==> config.mk <==
export PLATFORM = sky130hd
export DESIGN_NAME = crc_packet_framer
export DESIGN_NICKNAME = d
export VERILOG_FILES = /design/src/design/crcf_pkg.sv /design/src/design/crcf_cfg_regs.sv /design/src/design/crcf_in_stage.sv /design/src/design/crcf_emitter.sv /design/src/design/crc_packet_framer.sv
export SDC_FILE = /design/constraint.sdc
export NUM_CORES = 1
export LEC_CHECK = 0
export BUFFER_PORTS_ARGS = -buffer_cell sky130_fd_sc_hd__buf_2
export CORE_MARGIN = 2
export CORE_UTILIZATION = 30
export CTS_BUF_LIST = sky130_fd_sc_hd__clkbuf_16
export DETAILED_ROUTE_END_ITERATION = 16
export SKIP_CTS_REPAIR_TIMING = 1
export SLEW_MARGIN = 40
export SYNTH_ARGS = -nofsm -noshare
export SYNTH_HDL_FRONTEND = slang
export SYNTH_SLANG_ARGS = --single-unit
==> constraint.sdc <==
create_clock -name clk -period 5.6 [get_ports clk]
set_input_delay 1.12 -clock clk [delete_from_list [all_inputs] [get_ports clk]]
set_output_delay 1.12 -clock clk [all_outputs]
set_load 0.02 [all_outputs]
==> src/design/crcf_pkg.sv <==
// crcf_pkg: shared types, constants and the byte-wide crc update for the packet framer
// used by every module of crc_packet_framer; no dependencies
`timescale 1ns / 1ps

package crcf_pkg;

  localparam logic [15:0] CrcInit = 16'hFFFF;
  localparam logic [15:0] CrcPoly = 16'h1021;
  localparam logic [7:0]  EndMark = 8'h7E;

  localparam int CfgIndexWidth = 3;
  localparam int CfgDataWidth  = 16;

  typedef enum logic [CfgIndexWidth-1:0] {
    CFG_SYNC_FIRST        = 3'd0,
    CFG_SYNC_SECOND       = 3'd1,
    CFG_VERSION_BYTE      = 3'd2,
    CFG_PACKET_KIND       = 3'd3,
    CFG_PAYLOAD_LENGTH    = 3'd4,
    CFG_END_MARKER_ENABLE = 3'd5
  } cfg_index_t;

  typedef struct packed {
    logic [7:0]  sync_first;
    logic [7:0]  sync_second;
    logic [7:0]  version_byte;
    logic [7:0]  packet_kind;
    logic [15:0] payload_length;
    logic        end_marker_enable;
  } cfg_t;

  typedef struct packed {
    logic [7:0]  payload_byte;
    logic [15:0] sequence_number;
  } item_t;

  // request held in the input stage and its valid flag
  typedef struct packed {
    logic  valid;
    item_t item;
  } item_slot_t;

  typedef enum logic [3:0] {
    PH_START,
    PH_SYNC_FIRST,
    PH_SYNC_SECOND,
    PH_VERSION,
    PH_KIND,
    PH_SEQ_LO,
    PH_SEQ_HI,
    PH_LEN_LO,
    PH_LEN_HI,
    PH_PAYLOAD,
    PH_CRC_LO,
    PH_CRC_HI,
    PH_END_MARK
  } phase_t;

  // crc-16/ccitt-false, msb first, one byte
  function automatic logic [15:0] crc_byte(input logic [15:0] crc_in, input logic [7:0] data);
    logic [15:0] c;
    c = crc_in ^ {data, 8'h00};
    for (int k = 0; k < 8; k++) begin
      if (c[15]) begin
        c = {c[14:0], 1'b0} ^ CrcPoly;
      end else begin
        c = {c[14:0], 1'b0};
      end
    end
    return c;
  endfunction

endpackage

==> src/design/crcf_cfg_regs.sv <==
// crcf_cfg_regs: configuration register file written through a plain write port
// depends on crcf_pkg
`timescale 1ns / 1ps

module crcf_cfg_regs (
  input  logic                                 clk,
  input  logic                                 rst,
  input  logic                                 cfg_write_enable,
  input  logic [crcf_pkg::CfgIndexWidth-1:0]   cfg_index,
  input  logic [crcf_pkg::CfgDataWidth-1:0]    cfg_data,
  output crcf_pkg::cfg_t                       cfg
);
  import crcf_pkg::*;

  always_ff @(posedge clk) begin
    if (rst) begin
      cfg.sync_first        <= 8'hAA;
      cfg.sync_second       <= 8'h55;
      cfg.version_byte      <= 8'h01;
      cfg.packet_kind       <= 8'h01;
      cfg.payload_length    <= 16'd57;
      cfg.end_marker_enable <= 1'b0;
    end else if (cfg_write_enable) begin
      unique case (cfg_index)
        CFG_SYNC_FIRST:        cfg.sync_first        <= cfg_data[7:0];
        CFG_SYNC_SECOND:       cfg.sync_second       <= cfg_data[7:0];
        CFG_VERSION_BYTE:      cfg.version_byte      <= cfg_data[7:0];
        CFG_PACKET_KIND:       cfg.packet_kind       <= cfg_data[7:0];
        CFG_PAYLOAD_LENGTH:    cfg.payload_length    <= cfg_data[15:0];
        CFG_END_MARKER_ENABLE: cfg.end_marker_enable <= cfg_data[0];
        default: ;
      endcase
    end
  end

endmodule

==> src/design/crcf_in_stage.sv <==
// crcf_in_stage: input register holding one payload request until the emitter finishes it
// depends on crcf_pkg
`timescale 1ns / 1ps

module crcf_in_stage (
  input  logic                 clk,
  input  logic                 rst,
  input  logic                 in_valid,
  output logic                 in_stall,
  input  logic [7:0]           payload_byte,
  input  logic [15:0]          sequence_number,
  input  logic                 done,
  output crcf_pkg::item_slot_t slot
);
  import crcf_pkg::*;

  logic accept;

  assign in_stall = slot.valid && !done;
  assign accept   = in_valid && !in_stall;

  always_ff @(posedge clk) begin
    if (rst) begin
      slot.valid <= 1'b0;
    end else if (accept) begin
      slot.valid <= 1'b1;
    end else if (done) begin
      slot.valid <= 1'b0;
    end
    if (accept) begin
      slot.item.payload_byte    <= payload_byte;
      slot.item.sequence_number <= sequence_number;
    end
  end

endmodule

==> src/design/crcf_emitter.sv <==
// crcf_emitter: per request, walks header (if first), payload and trailer (if last) bytes,
// one per unstalled cycle; keeps byte count and crc, drives the output register; uses crcf_pkg
`timescale 1ns / 1ps

module crcf_emitter (
  input  logic                 clk,
  input  logic                 rst,
  input  crcf_pkg::cfg_t       cfg,
  input  crcf_pkg::item_slot_t slot,
  output logic                 done,
  output logic                 out_valid,
  input  logic                 out_stall,
  output logic [7:0]           out_byte,
  output logic                 run_end,
  output logic                 packet_end
);
  import crcf_pkg::*;

  phase_t      phase;
  phase_t      phase_next;
  phase_t      cur;
  logic [15:0] byte_count;
  logic [15:0] byte_count_next;
  logic [15:0] crc;
  logic [15:0] crc_next;
  logic [15:0] crc_base;
  logic [15:0] count_inc;
  logic        closing;
  logic        emit;
  logic [7:0]  byte_sel;
  logic        feed;
  logic        run_end_sel;
  logic        packet_end_sel;

  assign emit      = slot.valid && (!out_valid || !out_stall);
  assign count_inc = byte_count + 16'd1;
  assign closing   = count_inc >= cfg.payload_length;
  assign cur       = (phase != PH_START) ? phase :
                     (byte_count == 16'd0) ? PH_SYNC_FIRST : PH_PAYLOAD;
  assign crc_base  = (cur == PH_SYNC_FIRST) ? CrcInit : crc;
  assign done      = emit && run_end_sel;

  always_ff @(posedge clk) begin
    if (rst) begin
      phase      <= PH_START;
      byte_count <= 16'd0;
      crc        <= CrcInit;
    end else begin
      phase      <= phase_next;
      byte_count <= byte_count_next;
      crc        <= crc_next;
    end
  end

  always_comb begin
    phase_next      = phase;
    byte_count_next = byte_count;
    crc_next        = crc;
    byte_sel        = slot.item.payload_byte;
    feed            = 1'b1;
    run_end_sel     = 1'b0;
    packet_end_sel  = 1'b0;
    unique case (cur)
      PH_SYNC_FIRST: begin
        byte_sel   = cfg.sync_first;
        phase_next = PH_SYNC_SECOND;
      end
      PH_SYNC_SECOND: begin
        byte_sel   = cfg.sync_second;
        phase_next = PH_VERSION;
      end
      PH_VERSION: begin
        byte_sel   = cfg.version_byte;
        phase_next = PH_KIND;
      end
      PH_KIND: begin
        byte_sel   = cfg.packet_kind;
        phase_next = PH_SEQ_LO;
      end
      PH_SEQ_LO: begin
        byte_sel   = slot.item.sequence_number[7:0];
        phase_next = PH_SEQ_HI;
      end
      PH_SEQ_HI: begin
        byte_sel   = slot.item.sequence_number[15:8];
        phase_next = PH_LEN_LO;
      end
      PH_LEN_LO: begin
        byte_sel   = cfg.payload_length[7:0];
        phase_next = PH_LEN_HI;
      end
      PH_LEN_HI: begin
        byte_sel   = cfg.payload_length[15:8];
        phase_next = PH_PAYLOAD;
      end
      PH_PAYLOAD: begin
        byte_sel        = slot.item.payload_byte;
        byte_count_next = closing ? 16'd0 : count_inc;
        phase_next      = closing ? PH_CRC_LO : PH_START;
        run_end_sel     = !closing;
      end
      PH_CRC_LO: begin
        byte_sel   = crc[7:0];
        feed       = 1'b0;
        phase_next = PH_CRC_HI;
      end
      PH_CRC_HI: begin
        byte_sel       = crc[15:8];
        feed           = 1'b0;
        phase_next     = cfg.end_marker_enable ? PH_END_MARK : PH_START;
        run_end_sel    = !cfg.end_marker_enable;
        packet_end_sel = !cfg.end_marker_enable;
      end
      PH_END_MARK: begin
        byte_sel       = EndMark;
        feed           = 1'b0;
        phase_next     = PH_START;
        run_end_sel    = 1'b1;
        packet_end_sel = 1'b1;
      end
      default: begin
        phase_next = PH_START;
      end
    endcase
    if (feed) begin
      crc_next = crc_byte(crc_base, byte_sel);
    end else if (packet_end_sel) begin
      crc_next = CrcInit;
    end
    if (!emit) begin
      phase_next      = phase;
      byte_count_next = byte_count;
      crc_next        = crc;
    end
  end

  // output register
  always_ff @(posedge clk) begin
    if (rst) begin
      out_valid <= 1'b0;
    end else if (emit) begin
      out_valid <= 1'b1;
    end else if (!out_stall) begin
      out_valid <= 1'b0;
    end
  end

  always_ff @(posedge clk) begin
    if (emit) begin
      out_byte   <= byte_sel;
      run_end    <= run_end_sel;
      packet_end <= packet_end_sel;
    end
  end

endmodule

==> src/design/crc_packet_framer.sv <==
// crc_packet_framer: frames payload bytes into packets with header and crc-16 trailer
// each request is registered in the input stage, then each of its bytes in the output register
// output: one byte per cycle unless out_stall holds the output register; a middle
// payload byte gives 1 output byte, a first byte 9, a last byte 3 or 4, a byte that both
// opens and closes a packet 11 or 12
// reset: synchronous; clears the packet byte count, crc to 0xffff and config to defaults
`timescale 1ns / 1ps

module crc_packet_framer (
  input  logic                               clk,
  input  logic                               rst,
  input  logic                               cfg_write_enable,
  input  logic [crcf_pkg::CfgIndexWidth-1:0] cfg_index,
  input  logic [crcf_pkg::CfgDataWidth-1:0]  cfg_data,
  input  logic                               in_valid,
  output logic                               in_stall,
  input  logic [7:0]                         payload_byte,
  input  logic [15:0]                        sequence_number,
  output logic                               out_valid,
  input  logic                               out_stall,
  output logic [7:0]                         out_byte,
  output logic                               run_end,
  output logic                               packet_end
);
  import crcf_pkg::*;

  cfg_t       cfg;
  item_slot_t slot;
  logic       done;

  crcf_cfg_regs u_cfg_regs (
    .clk              (clk),
    .rst              (rst),
    .cfg_write_enable (cfg_write_enable),
    .cfg_index        (cfg_index),
    .cfg_data         (cfg_data),
    .cfg              (cfg)
  );

  crcf_in_stage u_in_stage (
    .clk             (clk),
    .rst             (rst),
    .in_valid        (in_valid),
    .in_stall        (in_stall),
    .payload_byte    (payload_byte),
    .sequence_number (sequence_number),
    .done            (done),
    .slot            (slot)
  );

  crcf_emitter u_emitter (
    .clk        (clk),
    .rst        (rst),
    .cfg        (cfg),
    .slot       (slot),
    .done       (done),
    .out_valid  (out_valid),
    .out_stall  (out_stall),
    .out_byte   (out_byte),
    .run_end    (run_end),
    .packet_end (packet_end)
  );

endmodule
# Word level (Yosys, flattened, before mapping)
# Index checks and enable logic that the tools add are counted.
dict set report word_totals {
  input_bits 48
  ff_bits 121
  elab_cells 101
  out_inout_bits 12
}
dict set report op_classes {
  muxes 31
  n_lt_le_gt_ge 1
  n_eq_ne 19
  n_bitwise 9
  reduce_logical 24
  n_addsub 1
}
# cell count
set op_table {}
lappend op_table {{$mux 16} 11}
lappend op_table {{$mux 13} 8}
lappend op_table {{$pmux 8 s11} 1}
lappend op_table {{$pmux 4 s11} 1}
lappend op_table {{$not 3->3} 8}
lappend op_table {{$eq 4x4->1 const B} 5}
lappend op_table {{$add 16x1->16 const B} 1}
lappend op_table {{$eq 4x3->1 const B} 4}
lappend op_table {{$ge 16x16->1} 1}
lappend op_table {{$logic_not 16->1} 1}
lappend op_table {{$mux 4} 4}
lappend op_table {{$reduce_and 2->1} 8}
lappend op_table {{$xor 16x16->16} 1}
lappend op_table {{$eq 4x2->1 const B} 2}
lappend op_table {{$eq 3x2->1 const B} 2}
lappend op_table {{$eq 3x3->1 const B} 2}
lappend op_table {{$logic_not 1->1} 6}
lappend op_table {{$eq 4x1->1 const B} 1}
lappend op_table {{$logic_and 1x1->1} 4}
lappend op_table {{$mux 1} 4}
lappend op_table {{$ne 2x1->1 const B} 2}
lappend op_table {{$reduce_bool 4->1} 1}
lappend op_table {{$eq 3x1->1 const B} 1}
lappend op_table {{$logic_not 3->1} 1}
lappend op_table {{5 further kinds} 5}

# Logic depth before layout (Yosys ltp)
dict set report logic_depth {
  word_depth 30
  mapped_depth 15
  ltp_nobuf 14
}

# Cells and area by module
# Synthesis repeated with hierarchy kept, for this count alone.
dict set report unflattened {
  cells_unflattened 743
  hier_area_um2 7019.2
}
# mod n_inst seq_area_each_um2 cells_per_inst area_per_inst_um2
set modules_own_cells {}
lappend modules_own_cells {crcf_emitter 1 1041.0 516 4169.0}
lappend modules_own_cells {crcf_cfg_regs 1 980.9 199 2079.5}
lappend modules_own_cells {crcf_in_stage 1 740.7 28 770.7}

# Worst setup path before layout
# Ideal clock, no wire load.
dict set report synth_timing {
  kind {reg-to-reg}
  from {reg u_emitter.byte_count[2]}
  to {reg, netlist name u_in_stage.slot[0]}
  arrival_ns 3.908
  setup_time_ns 0.407
  n_path_buf 0
  stages_incl_launch_ff 15
  period_less_slack_ns 4.315
  path_slack_ns 1.285
  required_time_ns 5.193
  cell_sequence {dfxtp_1 nand3_1 nor2_1 nand3_1 nor2_1 nand2_1 xnor2_1 ha_1 a21o_1 a21o_1 a211oi_1 nand2_1 a21oi_1 o21ai_0 nor2b_1}
}
dict set report synth_between {
  elab_chain_len 10
  elab_cells_between_ends 15
  classes_between {add/sub (1); order compare (1); eq/ne (3); mux (3); reduce/logical (7)}
}
# element line_no
set synth_rtl {}
lappend synth_rtl {{from (decl)} crcf_emitter.sv:22} ;# logic [15:0] byte_count;
lappend synth_rtl {{from (signal assigned)} crcf_emitter.sv:50} ;# byte_count <= byte_count_next;
lappend synth_rtl {{branches (longest 4 deep; another with $add 16x1->16)} n/a}
lappend synth_rtl {{$pmux 1 s3 *} crcf_emitter.sv:63} ;# unique case (cur)
lappend synth_rtl {{$logic_and 1x1->1 *} crcf_emitter.sv:41} ;# assign done = emit && run_end_sel;
lappend synth_rtl {{$logic_not 1->1 *} crcf_in_stage.sv:19} ;# assign in_stall = slot.valid && !done;
lappend synth_rtl {{$logic_and 1x1->1 *} crcf_in_stage.sv:19}
lappend synth_rtl {{net in_stall} crc_packet_framer.sv:16} ;# output logic in_stall,
lappend synth_rtl {{$logic_not 1->1 *} crcf_in_stage.sv:20} ;# assign accept = in_valid && !in_stall;
lappend synth_rtl {{$logic_and 1x1->1 *} crcf_in_stage.sv:20}
lappend synth_rtl {{net u_in_stage.accept} crcf_in_stage.sv:17} ;# logic accept;
# Mark *: on every way through the listed nets, which the timed path passes.
# A chain may end at the register's enable or synchronous reset.

# Worst setup path after layout
dict set report layout_timing {
  from {reg u_emitter.byte_count[0]}
  to {out in_stall}
}
dict set report layout_between {
  elab_chain_len 8
  elab_cells_between_ends 13
  classes_between {add/sub (1); order compare (1); eq/ne (3); mux (3); reduce/logical (5)}
}
# element line_no
set layout_rtl {}
lappend layout_rtl {{branches (longest 4 deep; another with $add 16x1->16)} n/a}
lappend layout_rtl {{$pmux 1 s3 *} crcf_emitter.sv:63}
lappend layout_rtl {{$logic_and 1x1->1 *} crcf_emitter.sv:41}
lappend layout_rtl {{$logic_not 1->1 *} crcf_in_stage.sv:19}
lappend layout_rtl {{$logic_and 1x1->1 *} crcf_in_stage.sv:19}
lappend layout_rtl {{to (decl)} crc_packet_framer.sv:16}
# Every way passes the cells marked *.

==> report_table.html <==
<table>
<tr><th>Metric</th><th>Value</th></tr>
<tr><th colspan="2">Status</th></tr>
<tr><td>Run status</td><td>finished clean</td></tr>
<tr><th colspan="2">Floorplan</th></tr>
<tr><td>Die span in x</td><td>149 um</td></tr>
<tr><td>Ports placed on the boundary</td><td>60</td></tr>
<tr><td>Die Y</td><td>149 um</td></tr>
<tr><td>Initial standard-cell utilization of the core</td><td>between 30% and 40%</td></tr>
<tr><td>Area enclosed by the die boundary</td><td>22100 um2</td></tr>
<tr><td>Number of rows created at floorplan</td><td>52</td></tr>
<tr><td>Core area</td><td>20400 um2</td></tr>
<tr><th colspan="2">Power and ir drop</th></tr>
<tr><td>Combinational share of power</td><td>18.8%</td></tr>
<tr><td>Relative contribution of sequential cells to total power</td><td>39.8%</td></tr>
<tr><td>Worst supply voltage drop on vdd</td><td>0.000207 V</td></tr>
<tr><td>Power per Cell Area</td><td>346 nW/um2</td></tr>
<tr><td>Net switching power figure</td><td>0.000759 W</td></tr>
<tr><td>Fraction of power consumed by the clock network</td><td>between 40% and 50%</td></tr>
<tr><td>Net switching fraction of the power</td><td>29.6%</td></tr>
<tr><td>Leakage power</td><td>2.83 nW</td></tr>
<tr><td>Total internal power</td><td>0.00181 W</td></tr>
<tr><th colspan="2">Final layout</th></tr>
<tr><td>Highest-count cells in the layout ignoring fill and taps</td><td>sky130_fd_sc_hd__nand2_1, sky130_fd_sc_hd__dfxtp_1, sky130_fd_sc_hd__nor2_1</td></tr>
<tr><td>Fin nets</td><td>824</td></tr>
<tr><td>N_diodes</td><td>0</td></tr>
<tr><td>Proportion of layout cells with a drive suffix above 1</td><td>16.1%</td></tr>
<tr><td>Most common cell after layout, fill and taps aside</td><td>sky130_fd_sc_hd__nand2_1</td></tr>
<tr><td>Layout overhead on the synthesized area</td><td>17.8%</td></tr>
<tr><th colspan="2">Detailed routing</th></tr>
<tr><td>Post-detailed-routing wire length</td><td>17.9 mm</td></tr>
<tr><td>Violation count after the first detailed-routing iteration</td><td>459</td></tr>
<tr><td>Residual DRC count</td><td>0</td></tr>
<tr><td>Pre-antenna DRT Iters</td><td>7</td></tr>
<tr><td>Total number of vias</td><td>5282</td></tr>
<tr><td>Vias/cell</td><td>5.07</td></tr>
<tr><td>Routed WL per cell</td><td>17.2 um</td></tr>
<tr><td>Count of nets left with antenna violations after detail routing</td><td>0</td></tr>
<tr><th colspan="2">STA</th></tr>
<tr><td>FMAX</td><td>196 MHz</td></tr>
<tr><td>Setup WS post-layout</td><td>roughly 0.49 ns</td></tr>
<tr><td>Final-report hold violation count</td><td>0</td></tr>
<tr><td>Worst Clk Skew</td><td>roughly 0.009 ns</td></tr>
<tr><td>Max-slew violation count</td><td>0</td></tr>
<tr><td>Time the final worst path needs with I/O delays and setup</td><td>about 5.1 ns</td></tr>
<tr><td>Post-route fraction of the period consumed by the critical path</td><td>91.2%</td></tr>
<tr><td>Transition time of the tightest slew-check pin</td><td>0.818 ns</td></tr>
<tr><td>Worst-case headroom to the max-slew limit</td><td>45.5%</td></tr>
<tr><td>Setup tns final</td><td>0 ns</td></tr>
<tr><td>Unrepaired setup endpoints after global routing</td><td>false</td></tr>
<tr><td>Number of setup violations in the final report</td><td>0</td></tr>
<tr><th colspan="2">Global route</th></tr>
<tr><td>Number of global-route vias before repair</td><td>5067</td></tr>
<tr><td>Maximum number of pins on one net before global-route repair</td><td>55</td></tr>
<tr><td>First-pass GRT wire length</td><td>28.4 mm</td></tr>
<tr><td>Global routing usage summed across all routing layers</td><td>16.7%</td></tr>
<tr><td>Total congestion overflow after global routing</td><td>0</td></tr>
<tr><td>Number of antenna violations at the first check in global routing</td><td>0</td></tr>
<tr><th colspan="2">Clock network</th></tr>
<tr><td>Clock slew at the register clock pins of the worst setup and hold paths</td><td>~0.060 ns</td></tr>
<tr><td>Clock tree from TritonCTS</td><td>done</td></tr>
<tr><td>Insertion delay of the later-clocked pin in the worst-skew pair</td><td>roughly 0.42 ns</td></tr>
<tr><td>Clock buffer count from CTS</td><td>17</td></tr>
<tr><td>Clock Tree Buf Depth</td><td>2</td></tr>
<tr><td>CTS Root Cell</td><td>sky130_fd_sc_hd__clkbuf_16</td></tr>
<tr><td>H-Tree Depth</td><td>4</td></tr>
<tr><td>Clock sinks</td><td>121</td></tr>
<tr><th colspan="2">Worst hold path</th></tr>
<tr><td>Worst min-delay path class</td><td>flip-flop to flip-flop</td></tr>
<tr><th colspan="2">Yosys</th></tr>
<tr><td>Primary flip-flop cell chosen by synthesis mapping</td><td>sky130_fd_sc_hd__dfxtp_1</td></tr>
<tr><td>Number of distinct library cells after synthesis</td><td>64</td></tr>
<tr><td>Avg Inst Size Synth</td><td>between 8 and 9 um2</td></tr>
<tr><td>Number of cells produced by synthesis</td><td>707</td></tr>
<tr><td>Number of enable flip-flop cells after synthesis</td><td>34</td></tr>
<tr><td>Yosys synthesis warning count</td><td>0</td></tr>
<tr><td>Flip-flop and latch count after synthesis</td><td>121</td></tr>
<tr><td>Net count after synthesis</td><td>773</td></tr>
<tr><td>Post-Syn Area</td><td>6290 um2</td></tr>
<tr><td>Async set-reset flop share out of synthesis</td><td>0%</td></tr>
<tr><td>Proportion of synthesized chip area in sequential cells</td><td>43.9%</td></tr>
<tr><th colspan="2">Placed design</th></tr>
<tr><td>Final weighted congestion in routability-driven placement</td><td>0.849</td></tr>
<tr><td>Post-placement setup slack</td><td>1.01 ns</td></tr>
<tr><td>Final HPWL DP</td><td>12.5 mm</td></tr>
<tr><td>IO buf count</td><td>59</td></tr>
<tr><th colspan="2">Setup path</th></tr>
<tr><td>Worst endpoint data arrival time</td><td>roughly 4 ns</td></tr>
<tr><td>Crit. End Element</td><td>output pin</td></tr>
<tr><td>Cells along the critical path</td><td>ha_1 &gt; nand3_1 &gt; nor2_1 &gt; and3_1 &gt; nand3_1 &gt; xnor2_1 &gt; ha_1 &gt; nand4_1 &gt; nor4b_1 &gt; a21oi_1 &gt; o21ai_0 &gt; buf_2</td></tr>
<tr><td>Required time worst endpoint</td><td>4.48 ns</td></tr>
<tr><td>Maximum cell stage delay along the critical path</td><td>approximately 0.52 ns</td></tr>
<tr><td>CP Launch Type</td><td>flip-flop</td></tr>
<tr><td>Crit path max fanout</td><td>5</td></tr>
<tr><td>Type of the setup path with the least slack</td><td>flip-flop to output pin</td></tr>
<tr><td>Slowest CP cell</td><td>sky130_fd_sc_hd__nor4b_1</td></tr>
<tr><th colspan="2">Run</th></tr>
<tr><td>Number of maximum-capacitance constraint violations</td><td>0</td></tr>
</table>
-- final timing paths --
kind,start,to,slack (ns),cells after the start
worst max-delay path,u_emitter.byte_count[0],in_stall,0.49,12
worst min-delay path,u_cfg_regs.cfg[23],u_cfg_regs.cfg[23],0.45,2
worst max register to register,u_emitter.byte_count[2],u_in_stage.slot[9],1.58,15
worst min register to register,u_cfg_regs.cfg[23],u_cfg_regs.cfg[23],0.45,2
-- layer usage --
layer | vias up | global-route usage [%] | share of wire (%)
met1 | 2496 | 23.6 | 48
met4 | 0 | 5.14 | 2.0
met5 | - | 0 | 0
met3 | 28 | 3.79 | 5.7
li1 | 2589 | - | -
met2 | 169 | 25.4 | 44
-- kinds of logic after synthesis --
logic type | count (synthesis) | synth area share, %
AO/OA/AOI/OAI | 150 | 15.0
XOR/XNOR | 45 | 6.74
adder cells (fa/ha/maj) | 18 | 3.58
buffers and inverters | 70 | 4.75
flip-flops | 121 | 43.9
multiplexers | 34 | 6.48
AND/OR/NAND/NOR | 269 | 19.5
-- synth_stat cells (all sizes together) (15+ instances only) --
cell type	number	area, um2
clkbuf	20	75.1
a21oi	65	325
buf	17	100
xor2	15	139
edfxtp	34	1020
nor2	68	263
nand3	28	140
xnor2	30	285
inv	32	120
mux2i	25	250
dfxtp	87	1740
ha	18	225
o21ai	19	95.1
nand2	115	432
-- critical path, delay by kind of cell, from the launching register on --
family,cells,cell delay [ns]
simple gates,6,1.52
flops,1,0.41
fa+ha+maj,2,0.60
compound gates,2,0.61
buf+inv,1,0.24
xor+xnor,1,0.17
-- power groups by stage --
stage | logic (W) | clock network (W) | registers (W)
6_report | 0.000481 | 0.00106 | 0.00102
5_1_grt | 0.000532 | 0.00112 | 0.00103
4_1_cts | 0.000482 | 0.00108 | 0.00102
3_5_place_dp | 0.000479 | 0 | 0.00104
3_3_place_gp | 0.000476 | 0 | 0.00104
2_1_floorplan | 0.000351 | 0 | 0.00103
-- state kept, by name (all words and copies together), names as in the netlist, 4 cells and up --
signal	cells
u_emitter.out_byte	8
u_emitter.crc	16
u_emitter.byte_count	16
u_cfg_regs.cfg	49
u_emitter.phase	4
u_in_stage.slot	25
-- stage by stage --
stage	cells	instance area, um2	util, %	total power (W)	hold slack, ns
floorplan	707	6290	-	0.00138	0.432
global placement	1009	6830	33.4	0.00151	0.440
detailed placement	1009	6840	33.5	0.00152	0.446
CTS	1041	7410	36.3	0.00258	0.454
global route	1041	7410	36.3	0.00268	0.476
finish	1041	7410	36.3	0.00256	0.454
-- area by class of cell --
type                    instances  area [um2]
clock buffers                  18         450
clock inverters                14         120
fillers                      2088       13000
inverters                      33         124
multi-input cells             516        3250
flip-flops and latches        121        2760
well taps                     270         338
repair buffers                 69         370
Note: power is estimated with default switching activity, not from simulation.
